--- config.mk ---
export PLATFORM = sky130hd
export DESIGN_NAME = sorted_knot_table
export DESIGN_NICKNAME = d
export VERILOG_FILES = /design/src/hdl/skt_pkg.sv /design/src/hdl/skt_ram.sv /design/src/hdl/skt_cmp.sv /design/src/hdl/sorted_knot_table.sv
export SDC_FILE = /design/constraint.sdc
export NUM_CORES = 2
export LEC_CHECK = 0
export BUFFER_PORTS_ARGS = -buffer_cell sky130_fd_sc_hd__buf_2
export CAP_MARGIN = 10
export CORE_MARGIN = 4
export CORE_UTILIZATION = 45
export CTS_BUF_LIST = sky130_fd_sc_hd__clkbuf_16
export DETAILED_ROUTE_END_ITERATION = 8
export SLEW_MARGIN = 20
export SYNTH_ARGS = -nofsm -noshare
export SYNTH_HDL_FRONTEND = slang
export SYNTH_SLANG_ARGS = --single-unit
--- constraint.sdc ---
create_clock -name clock -period 19.6 [get_ports clock]
set_input_delay 0.98 -clock clock [delete_from_list [all_inputs] [get_ports clock]]
set_output_delay 0.98 -clock clock [all_outputs]
set_load 0.02 [all_outputs]
--- src/hdl/skt_pkg.sv ---
package skt_pkg;

   localparam int DATA_W = 32;
   localparam int CMD_W  = 3;
   localparam int IDX_W  = 6;
   localparam int STAT_W = 3;
   localparam int POS_W  = 6;
   localparam int CNT_W  = 7;

   // command codes
   localparam logic [CMD_W-1:0] CMD_INSERT = 3'd0;
   localparam logic [CMD_W-1:0] CMD_DELETE = 3'd1;
   localparam logic [CMD_W-1:0] CMD_SETV   = 3'd2;
   localparam logic [CMD_W-1:0] CMD_SETT   = 3'd3;
   localparam logic [CMD_W-1:0] CMD_READ   = 3'd4;
   localparam logic [CMD_W-1:0] CMD_MINMAX = 3'd5;

   // status codes
   localparam logic [STAT_W-1:0] STAT_OK      = 3'd0;
   localparam logic [STAT_W-1:0] STAT_DUP     = 3'd1;
   localparam logic [STAT_W-1:0] STAT_FULL    = 3'd2;
   localparam logic [STAT_W-1:0] STAT_BADIDX  = 3'd3;
   localparam logic [STAT_W-1:0] STAT_ZEROINT = 3'd4;

   typedef logic signed [DATA_W-1:0] data_type;

   typedef enum logic [2:0] {
      ST_IDLE,
      ST_DISPATCH,
      ST_SCAN,
      ST_SHIFT,
      ST_PROBE,
      ST_PLACE,
      ST_FIN
   } state_type;

   // outcome of the shared compare unit
   typedef struct packed {
      logic lt;   // probe below low reference (signed)
      logic eq;   // probe equals low reference
      logic gt;   // probe above high reference (signed)
   } cmp_res_type;

endpackage

--- src/hdl/skt_ram.sv ---
module skt_ram #(
   parameter int WIDTH = 32,
   parameter int DEPTH = 64
) (
   input  logic                       clock,
   input  logic                       wr_en,
   input  logic [$clog2(DEPTH)-1:0]   wr_addr,
   input  logic [WIDTH-1:0]           wr_data,
   input  logic [$clog2(DEPTH)-1:0]   rd_addr,
   output logic [WIDTH-1:0]           rd_data
);

   logic [WIDTH-1:0] mem [DEPTH];
   logic [WIDTH-1:0] rd_data_ff;

   always_ff @(posedge clock) begin
      if (wr_en) begin
         mem[wr_addr] <= wr_data;
      end
      rd_data_ff <= mem[rd_addr];
   end

   assign rd_data = rd_data_ff;

endmodule

--- src/hdl/skt_cmp.sv ---
module skt_cmp (
   input  skt_pkg::data_type    probe,
   input  skt_pkg::data_type    lo_ref,
   input  skt_pkg::data_type    hi_ref,
   output skt_pkg::cmp_res_type res
);

   // one signed compare against each reference, plus equality
   always_comb begin
      res.lt = (probe < lo_ref);
      res.eq = (probe == lo_ref);
      res.gt = (probe > hi_ref);
   end

endmodule

--- src/hdl/sorted_knot_table.sv ---
// Channel  Direction  Handshake              Payload
// req      in         req_valid / req_ready  cmd, slot_index, key_time, knot_value
// rsp      out        rsp_valid / rsp_ready  status, position, read_time, read_value,
//                                            min_value, max_value, count
//
// An insert scans every knot held, then shifts the knots from the insert position up and
//   writes the new knot; a delete shifts the knots above slot_index down; min/max scans all knots.
// Reset clears the knot count, handshake state and the pend/more flags only; no RAM clearing pass.
// req_ready is high only while idle; a finished result waits in the output register
//   for rsp_ready while the next transaction is taken in.
module sorted_knot_table #(
   parameter int CAPACITY = 64
) (
   input  logic                              clock,
   input  logic                              reset,

   input  logic                              req_valid,
   output logic                              req_ready,
   input  logic [skt_pkg::CMD_W-1:0]         req_cmd,
   input  logic [skt_pkg::IDX_W-1:0]         req_slot_index,
   input  logic signed [skt_pkg::DATA_W-1:0] req_key_time,
   input  logic signed [skt_pkg::DATA_W-1:0] req_knot_value,

   output logic                              rsp_valid,
   input  logic                              rsp_ready,
   output logic [skt_pkg::STAT_W-1:0]        rsp_status,
   output logic [skt_pkg::POS_W-1:0]         rsp_position,
   output logic signed [skt_pkg::DATA_W-1:0] rsp_read_time,
   output logic signed [skt_pkg::DATA_W-1:0] rsp_read_value,
   output logic signed [skt_pkg::DATA_W-1:0] rsp_min_value,
   output logic signed [skt_pkg::DATA_W-1:0] rsp_max_value,
   output logic [skt_pkg::CNT_W-1:0]         rsp_count
);

   localparam int AW = $clog2(CAPACITY);      // RAM address width
   localparam int CW = $clog2(CAPACITY + 1);  // holds 0..CAPACITY

   // sequencer
   skt_pkg::state_type state_ff, state_in;

   // captured transaction
   logic [skt_pkg::CMD_W-1:0] cmd_ff, cmd_in;
   logic [skt_pkg::IDX_W-1:0] idx_ff, idx_in;
   skt_pkg::data_type         kt_ff, kt_in;
   skt_pkg::data_type         kv_ff, kv_in;

   // table occupancy
   logic [CW-1:0] count_ff, count_in;

   // walk control
   logic [CW-1:0] ptr_ff, ptr_in;      // next RAM address to read
   logic [CW-1:0] stop_ff, stop_in;    // last address of a shift
   logic [AW-1:0] wa_ff, wa_in;        // where the word in flight lands
   logic          pend_ff, pend_in;    // read data due this cycle
   logic          more_ff, more_in;    // shift reads still to issue
   logic          first_ff, first_in;  // first value of a min/max walk
   logic          dup_ff, dup_in;
   logic          found_ff, found_in;

   // result under construction
   logic [skt_pkg::STAT_W-1:0] stat_ff, stat_in;
   logic [CW-1:0]              pos_ff, pos_in;
   skt_pkg::data_type          rt_ff, rt_in;
   skt_pkg::data_type          rv_ff, rv_in;
   skt_pkg::data_type          mn_ff, mn_in;
   skt_pkg::data_type          mx_ff, mx_in;

   // output register
   logic                       rsp_valid_ff, rsp_valid_in;
   logic [skt_pkg::STAT_W-1:0] rsp_status_ff;
   logic [skt_pkg::POS_W-1:0]  rsp_position_ff;
   skt_pkg::data_type          rsp_read_time_ff;
   skt_pkg::data_type          rsp_read_value_ff;
   skt_pkg::data_type          rsp_min_value_ff;
   skt_pkg::data_type          rsp_max_value_ff;
   logic [skt_pkg::CNT_W-1:0]  rsp_count_ff;
   logic                       load_rsp;

   // RAM ports
   logic [AW-1:0]     rd_addr;
   logic              t_we, v_we;
   logic [AW-1:0]     t_wa, v_wa;
   skt_pkg::data_type t_wd, v_wd;
   skt_pkg::data_type t_rdata, v_rdata;

   // shared comparator
   skt_pkg::data_type   cmp_probe, cmp_lo;
   skt_pkg::cmp_res_type cmp_res;

   logic          idx_ok;
   logic [CW-1:0] idx_c;
   logic [AW-1:0] idx_a;
   logic          shift_up;

   skt_ram #(.WIDTH(skt_pkg::DATA_W), .DEPTH(CAPACITY)) u_time_ram (
      .clock   (clock),
      .wr_en   (t_we),
      .wr_addr (t_wa),
      .wr_data (t_wd),
      .rd_addr (rd_addr),
      .rd_data (t_rdata)
   );

   skt_ram #(.WIDTH(skt_pkg::DATA_W), .DEPTH(CAPACITY)) u_value_ram (
      .clock   (clock),
      .wr_en   (v_we),
      .wr_addr (v_wa),
      .wr_data (v_wd),
      .rd_addr (rd_addr),
      .rd_data (v_rdata)
   );

   // min/max compares values against the running extremes, everything
   // else compares times against the key
   assign cmp_probe = (cmd_ff == skt_pkg::CMD_MINMAX) ? v_rdata : t_rdata;
   assign cmp_lo    = (cmd_ff == skt_pkg::CMD_MINMAX) ? mn_ff : kt_ff;

   skt_cmp u_cmp (
      .probe  (cmp_probe),
      .lo_ref (cmp_lo),
      .hi_ref (mx_ff),
      .res    (cmp_res)
   );

   // slot index checks against the live count, widths aligned
   assign idx_ok   = ({6'd0, count_ff} > {{CW{1'b0}}, idx_ff});
   assign idx_c    = CW'(idx_ff);
   assign idx_a    = AW'(idx_ff);
   assign shift_up = (cmd_ff == skt_pkg::CMD_INSERT);

   always_comb begin
      state_in     = state_ff;
      cmd_in       = cmd_ff;
      idx_in       = idx_ff;
      kt_in        = kt_ff;
      kv_in        = kv_ff;
      count_in     = count_ff;
      ptr_in       = ptr_ff;
      stop_in      = stop_ff;
      wa_in        = wa_ff;
      pend_in      = 1'b0;
      more_in      = more_ff;
      first_in     = first_ff;
      dup_in       = dup_ff;
      found_in     = found_ff;
      stat_in      = stat_ff;
      pos_in       = pos_ff;
      rt_in        = rt_ff;
      rv_in        = rv_ff;
      mn_in        = mn_ff;
      mx_in        = mx_ff;
      load_rsp     = 1'b0;

      rd_addr      = ptr_ff[AW-1:0];
      t_we         = 1'b0;
      t_wa         = wa_ff;
      t_wd         = t_rdata;
      v_we         = 1'b0;
      v_wa         = wa_ff;
      v_wd         = v_rdata;

      unique case (state_ff)
         skt_pkg::ST_IDLE: begin
            if (req_valid) begin
               cmd_in   = req_cmd;
               idx_in   = req_slot_index;
               kt_in    = req_key_time;
               kv_in    = req_knot_value;
               stat_in  = skt_pkg::STAT_OK;
               pos_in   = '0;
               rt_in    = '0;
               rv_in    = '0;
               mn_in    = '0;
               mx_in    = '0;
               ptr_in   = '0;
               dup_in   = 1'b0;
               found_in = 1'b0;
               first_in = 1'b1;
               state_in = skt_pkg::ST_DISPATCH;
            end
         end

         skt_pkg::ST_DISPATCH: begin
            unique case (cmd_ff)
               skt_pkg::CMD_INSERT: begin
                  // empty table falls straight through the scan
                  state_in = skt_pkg::ST_SCAN;
               end
               skt_pkg::CMD_DELETE: begin
                  if (!idx_ok) begin
                     stat_in  = skt_pkg::STAT_BADIDX;
                     state_in = skt_pkg::ST_FIN;
                  end else begin
                     ptr_in   = idx_c + CW'(1);
                     stop_in  = count_ff - CW'(1);
                     more_in  = ((idx_c + CW'(1)) < count_ff);
                     state_in = skt_pkg::ST_SHIFT;
                  end
               end
               skt_pkg::CMD_SETV: begin
                  if (!idx_ok) begin
                     stat_in = skt_pkg::STAT_BADIDX;
                  end else begin
                     v_we = 1'b1;
                     v_wa = idx_a;
                     v_wd = kv_ff;
                  end
                  state_in = skt_pkg::ST_FIN;
               end
               skt_pkg::CMD_SETT: begin
                  if (!idx_ok) begin
                     stat_in  = skt_pkg::STAT_BADIDX;
                     state_in = skt_pkg::ST_FIN;
                  end else if (idx_c == '0 && count_ff < CW'(2)) begin
                     // lone knot: no neighbour to clash with
                     t_we     = 1'b1;
                     t_wa     = idx_a;
                     t_wd     = kt_ff;
                     state_in = skt_pkg::ST_FIN;
                  end else begin
                     // slot 0 checks the next knot, others the previous
                     rd_addr  = (idx_c == '0) ? AW'(1) : AW'(idx_c - CW'(1));
                     state_in = skt_pkg::ST_PROBE;
                  end
               end
               skt_pkg::CMD_READ: begin
                  if (!idx_ok) begin
                     stat_in  = skt_pkg::STAT_BADIDX;
                     state_in = skt_pkg::ST_FIN;
                  end else begin
                     rd_addr  = idx_a;
                     state_in = skt_pkg::ST_PROBE;
                  end
               end
               skt_pkg::CMD_MINMAX: begin
                  state_in = (count_ff == '0) ? skt_pkg::ST_FIN : skt_pkg::ST_SCAN;
               end
               default: begin
                  state_in = skt_pkg::ST_FIN;
               end
            endcase
         end

         skt_pkg::ST_SCAN: begin
            // one read issued per cycle, its data compared in the next cycle
            if (ptr_ff != count_ff) begin
               pend_in = 1'b1;
               ptr_in  = ptr_ff + CW'(1);
            end
            if (pend_ff) begin
               if (cmd_ff == skt_pkg::CMD_MINMAX) begin
                  if (first_ff) begin
                     mn_in    = v_rdata;
                     mx_in    = v_rdata;
                     first_in = 1'b0;
                  end else begin
                     if (cmp_res.lt) mn_in = v_rdata;
                     if (cmp_res.gt) mx_in = v_rdata;
                  end
               end else begin
                  if (cmp_res.eq) dup_in = 1'b1;
                  if (!found_ff) begin
                     if (cmp_res.lt) begin
                        pos_in = pos_ff + CW'(1);
                     end else begin
                        found_in = 1'b1;
                     end
                  end
               end
            end
            if (!pend_ff && ptr_ff == count_ff) begin
               priority if (cmd_ff == skt_pkg::CMD_MINMAX) begin
                  state_in = skt_pkg::ST_FIN;
               end else if (dup_ff) begin
                  // rejected inserts report position 0
                  stat_in  = skt_pkg::STAT_DUP;
                  pos_in   = '0;
                  state_in = skt_pkg::ST_FIN;
               end else if (count_ff == CW'(CAPACITY)) begin
                  stat_in  = skt_pkg::STAT_FULL;
                  pos_in   = '0;
                  state_in = skt_pkg::ST_FIN;
               end else if (pos_ff == count_ff) begin
                  state_in = skt_pkg::ST_PLACE;
               end else begin
                  // move knots pos..count-1 up by one, top first
                  ptr_in   = count_ff - CW'(1);
                  stop_in  = pos_ff;
                  more_in  = 1'b1;
                  state_in = skt_pkg::ST_SHIFT;
               end
            end
         end

         skt_pkg::ST_SHIFT: begin
            if (more_ff) begin
               pend_in = 1'b1;
               wa_in   = shift_up ? AW'(ptr_ff + CW'(1)) : AW'(ptr_ff - CW'(1));
               if (ptr_ff == stop_ff) begin
                  more_in = 1'b0;
               end else begin
                  ptr_in = shift_up ? (ptr_ff - CW'(1)) : (ptr_ff + CW'(1));
               end
            end
            if (pend_ff) begin
               t_we = 1'b1;
               v_we = 1'b1;
            end
            if (!more_ff && !pend_ff) begin
               if (shift_up) begin
                  state_in = skt_pkg::ST_PLACE;
               end else begin
                  count_in = count_ff - CW'(1);
                  state_in = skt_pkg::ST_FIN;
               end
            end
         end

         skt_pkg::ST_PROBE: begin
            if (cmd_ff == skt_pkg::CMD_READ) begin
               rt_in = t_rdata;
               rv_in = v_rdata;
            end else if (cmp_res.eq) begin
               stat_in = skt_pkg::STAT_ZEROINT;
            end else begin
               t_we = 1'b1;
               t_wa = idx_a;
               t_wd = kt_ff;
            end
            state_in = skt_pkg::ST_FIN;
         end

         skt_pkg::ST_PLACE: begin
            t_we     = 1'b1;
            t_wa     = pos_ff[AW-1:0];
            t_wd     = kt_ff;
            v_we     = 1'b1;
            v_wa     = pos_ff[AW-1:0];
            v_wd     = kv_ff;
            count_in = count_ff + CW'(1);
            state_in = skt_pkg::ST_FIN;
         end

         skt_pkg::ST_FIN: begin
            // wait here while an older result is still held
            if (!rsp_valid_ff || rsp_ready) begin
               load_rsp = 1'b1;
               state_in = skt_pkg::ST_IDLE;
            end
         end

         default: begin
            state_in = skt_pkg::ST_IDLE;
         end
      endcase

      if (load_rsp) begin
         rsp_valid_in = 1'b1;
      end else if (rsp_ready) begin
         rsp_valid_in = 1'b0;
      end else begin
         rsp_valid_in = rsp_valid_ff;
      end
   end

   // control state
   always_ff @(posedge clock) begin
      if (reset) begin
         state_ff     <= skt_pkg::ST_IDLE;
         count_ff     <= '0;
         rsp_valid_ff <= 1'b0;
         pend_ff      <= 1'b0;
         more_ff      <= 1'b0;
      end else begin
         state_ff     <= state_in;
         count_ff     <= count_in;
         rsp_valid_ff <= rsp_valid_in;
         pend_ff      <= pend_in;
         more_ff      <= more_in;
      end
   end

   // payload and working registers
   always_ff @(posedge clock) begin
      cmd_ff   <= cmd_in;
      idx_ff   <= idx_in;
      kt_ff    <= kt_in;
      kv_ff    <= kv_in;
      ptr_ff   <= ptr_in;
      stop_ff  <= stop_in;
      wa_ff    <= wa_in;
      first_ff <= first_in;
      dup_ff   <= dup_in;
      found_ff <= found_in;
      stat_ff  <= stat_in;
      pos_ff   <= pos_in;
      rt_ff    <= rt_in;
      rv_ff    <= rv_in;
      mn_ff    <= mn_in;
      mx_ff    <= mx_in;
      if (load_rsp) begin
         rsp_status_ff     <= stat_ff;
         rsp_position_ff   <= skt_pkg::POS_W'(pos_ff);
         rsp_read_time_ff  <= rt_ff;
         rsp_read_value_ff <= rv_ff;
         rsp_min_value_ff  <= mn_ff;
         rsp_max_value_ff  <= mx_ff;
         rsp_count_ff      <= skt_pkg::CNT_W'(count_ff);
      end
   end

   assign req_ready      = (state_ff == skt_pkg::ST_IDLE);
   assign rsp_valid      = rsp_valid_ff;
   assign rsp_status     = rsp_status_ff;
   assign rsp_position   = rsp_position_ff;
   assign rsp_read_time  = rsp_read_time_ff;
   assign rsp_read_value = rsp_read_value_ff;
   assign rsp_min_value  = rsp_min_value_ff;
   assign rsp_max_value  = rsp_max_value_ff;
   assign rsp_count      = rsp_count_ff;

`ifndef SYNTHESIS
   a_count_in_range: assert property (@(posedge clock) disable iff (reset)
      count_ff <= CW'(CAPACITY))
      else $error("knot count beyond capacity");

   a_full_at_capacity: assert property (@(posedge clock) disable iff (reset)
      (rsp_valid && rsp_status == skt_pkg::STAT_FULL) |->
      (rsp_count == skt_pkg::CNT_W'(CAPACITY)))
      else $error("full status without a full table");

   a_no_write_when_quiet: assert property (@(posedge clock) disable iff (reset)
      (state_ff == skt_pkg::ST_IDLE || state_ff == skt_pkg::ST_FIN) |-> (!t_we && !v_we))
      else $error("RAM write outside a command");

   a_hold_while_stalled: assert property (@(posedge clock) disable iff (reset)
      (rsp_valid && !rsp_ready && state_ff == skt_pkg::ST_FIN) |=>
      (state_ff == skt_pkg::ST_FIN))
      else $error("held result overwritten");
`endif

endmodule
==> results.tsv <==
metric	value	unit
holdPathStages	1	
core	400000	sq um
cts_tree	yes	
synthAdderAreaFrac	0.00595	
power.density	166	nW/um^2
clock_path_buffers	4	
synthesis.area	181000	sq um
finalSetupViolCount	0	
setup_tns	0	ps
gr-total-overflow	0	
worstSetupPathType	reg2reg	
dp_hpwl	351000	um
insertion_delay	1010	ps
yosys.area_share.simple	0.115	
ys_async_sr_fraction	0	
ctsResizeCount	0	
nNetsFinal	13300	
worstSetupEndpointType	flop	
outcome	complete, no violations	
place.gp.congestion	0.912	
fin_skew	42.6	ps
drcViolationCount	0	
hold_path_class	in2reg	
final_antenna_net_count	0	
fillers	33000	
synthFlopType	edfxtp_1	
num_vias	118000	
placed_area	190000	sq um
r2r_slack	11500	ps
area_growth	12.9	%
relSlewSlack	0.107	
avgSynthCellArea	14.0	sq um
tightest_slew	1330	ps
htreeDepth	5	
synth_cell_types	101	
clkSinkCount	4551	
drt_iter0_drc	17900	
period_minus_slack	8100	ps
cts_hold_buf	0	
grt_pass1_vias	110000	
rsz0062_at_grt	no	
worst_r2r_path_depth	16	
initial_core_util	0.452	
cts_setup_buffers	0	
hold_violations	0	
die_w	642	um
ir_worst_vdd	165	uV
synth_nets	13100	
max_freq	124	MHz
fin_crit_sh	0.413	
synth-edff-count	4474	
wirelength	604000	um
port_buffers	222	
rows	232	
synthCells	12900	
grt_start_max_net_pins	157	
via_per_inst	6.27	
die_h	642	um
dieArea	412000	sq um
grt_pass1_wl	844000	um
antenna_found_initial	75	
final_max_slew_viol_count	0	
drive_above_1_share	0.118	
multi_input_comb_area	42500	sq um
arrival	9020	ps
grt_usage	0.283	
critPathMaxFanout	85	
cts_buffers	451	
avgRoutedWirePerCell	32.1	um
synth_top_family_by_area	simple AND/OR/NAND/NOR gates	
p_leak	69.2	nW
synth_seq_cells	4551	
synth_mux_area_frac	0.0219	
root_buffer	clkbuf_16	
io_pins	223	
clk_pin_slew	70	ps
synth_compound_area_frac	0.0794	
regArea	136000	sq um
yosysSeqAreaShare	0.751	
cp.required	20530	ps
drv_cap	0	
dr.pass1.iters	8	
final_cell_area	204000	sq um
synth-warning-count	0	
cp-start-kind	flop	
synth_xor_area_frac	0.00247	
==> cell usage after synthesis (47+ instances only) <==
| cell | count | area share |
|---|---|---|
| inv_1 | 55 | 0.0011 |
| a32o_1 | 50 | 0.0028 |
| a21oi_1 | 454 | 0.013 |
| edfxtp_1 | 4474 | 0.74 |
| mux2i_1 | 352 | 0.019 |
| and2_1 | 73 | 0.0025 |
| and3_1 | 310 | 0.011 |
| nand3_1 | 829 | 0.023 |
| nand4_1 | 72 | 0.0025 |
| dfxtp_1 | 77 | 0.0085 |
| o22ai_1 | 101 | 0.0035 |
| buf_2 | 353 | 0.0098 |
| nor2_1 | 434 | 0.0090 |
| o311ai_0 | 47 | 0.0023 |
| a211oi_1 | 273 | 0.011 |
| ha_1 | 86 | 0.0059 |
| a31oi_1 | 349 | 0.012 |
| o221ai_1 | 102 | 0.0049 |
| nand2_1 | 2928 | 0.061 |
| o21ai_0 | 280 | 0.0077 |
| buf_1 | 58 | 0.0012 |
| a32oi_1 | 63 | 0.0030 |
| o2111ai_1 | 47 | 0.0023 |
| buf_4 | 52 | 0.0022 |
| clkbuf_1 | 378 | 0.0078 |
==> flip-flops by register name, indices dropped and copies added (netlist names), 32 cells and up <==
register / cells
u_time_ram.mem: 2048
rv_ff: 32
kt_ff: 32
kv_ff: 32
mn_ff: 32
u_value_ram.mem: 2048
mx_ff: 32
rt_ff: 32
rsp_read_value: 32
rsp_max_value: 32
u_value_ram.rd_data: 32
u_time_ram.rd_data: 32
rsp_read_time: 32
rsp_min_value: 32
==> layer usage <==
| layer | up-vias | part of all wire | GRT usage |
|---|---|---|---|
| met3 | 1121 | 0.12 | 0.0619 |
| li1 | 49400 | - | - |
| met1 | 59900 | 0.39 | 0.404 |
| met4 | 20 | 0.040 | 0.106 |
| met2 | 7655 | 0.45 | 0.426 |
| met5 | - | 0.00023 | 0 |
==> worst max-delay path, cell delays in order (launching register included) <==
cell and delay [ps]:
edfxtp_1 660, inv_1 260, ha_1 230, nor4b_1 400
nand4_1 420, a31oi_1 360, o21ai_2 80, buf_4 240
nand2_8 510, buf_4 690, buf_4 810, buf_4 970
mux2i_1 210, o221ai_1 430, a31oi_1 110, o311ai_0 940
and4_1 420
==> logic make-up after synthesis <==
group / after synthesis
compound gates: 2109
fa+ha+maj: 86
flops: 4551
buf+inv: 929
xor+xnor: 51
mux: 391
simple gates: 4822
==> path summary, 6_finish.rpt <==
path / start / to
min reg2reg: rt_ff[29]$_SDFFCE_PN0P_ / rsp_read_time[29]$_DFFE_PP_
min: req_knot_value[15] / kv_ff[15]$_DFFE_PP_
max reg2reg: idx_a[0]$_DFFE_PP_ / u_time_ram.rd_data[24]$_DFF_P_
max: idx_a[0]$_DFFE_PP_ / u_time_ram.rd_data[24]$_DFF_P_
==> cell usage in the layout (no fill, tap or decap), types with 75 or more instances in the layout <==
cell type / synthesis / routed
a211oi_1: 273 / 272
a21oi_1: 454 / 453
a31oi_1: 349 / 349
and3_1: 310 / 310
buf_2: 353 / 227
buf_4: 52 / 378
clkbuf_16: 0 / 457
clkinv_1: 1 / 107
clkinv_2: 0 / 105
dfxtp_1: 77 / 75
edfxtp_1: 4474 / 4474
ha_1: 86 / 86
inv_1: 55 / 139
mux2i_1: 352 / 351
nand2_1: 2928 / 2921
nand3_1: 829 / 828
nor2_1: 434 / 292
nor2_4: 1 / 140
o21ai_0: 280 / 247
o221ai_1: 102 / 102
o22ai_1: 101 / 98
==> where the power goes <==
part	internal [W]	total [W]	switching, W	leakage (nW)
clock	0.00484	0.00858	0.00374	7.51
sequential	0.0128	0.0134	0.000509	41.0
combinational	0.00274	0.0119	0.00920	20.8
total	0.0204	0.0339	0.0135	69.2
==> area by class of cell <==
type / instances / area share
Clock inverter: 389 / 0.0157
Timing Repair Buffer: 628 / 0.0218
Sequential cell: 4551 / 0.665
Inverter: 57 / 0.00105
Tap cell: 5265 / 0.0322
Clock buffer: 457 / 0.0560
Multi-Input combinational cell: 7459 / 0.208
Antenna cell: 40 / 0.000490
==> through the flow <==
stage          worst slack, ps   util  power [W]  cells  hold slack [ps]
2_1_floorplan            11730      -     0.0197  12900              400
3_3_place_gp             11510  0.474     0.0250  18000              402
3_5_place_dp             11850  0.474     0.0252  18000              405
4_1_cts                  11790  0.510     0.0337  18800             82.7
5_1_grt                  11360  0.511     0.0349  18800              120
6_report                 11500  0.511     0.0339  18800              152
Power figures use the tool's default switching activity.
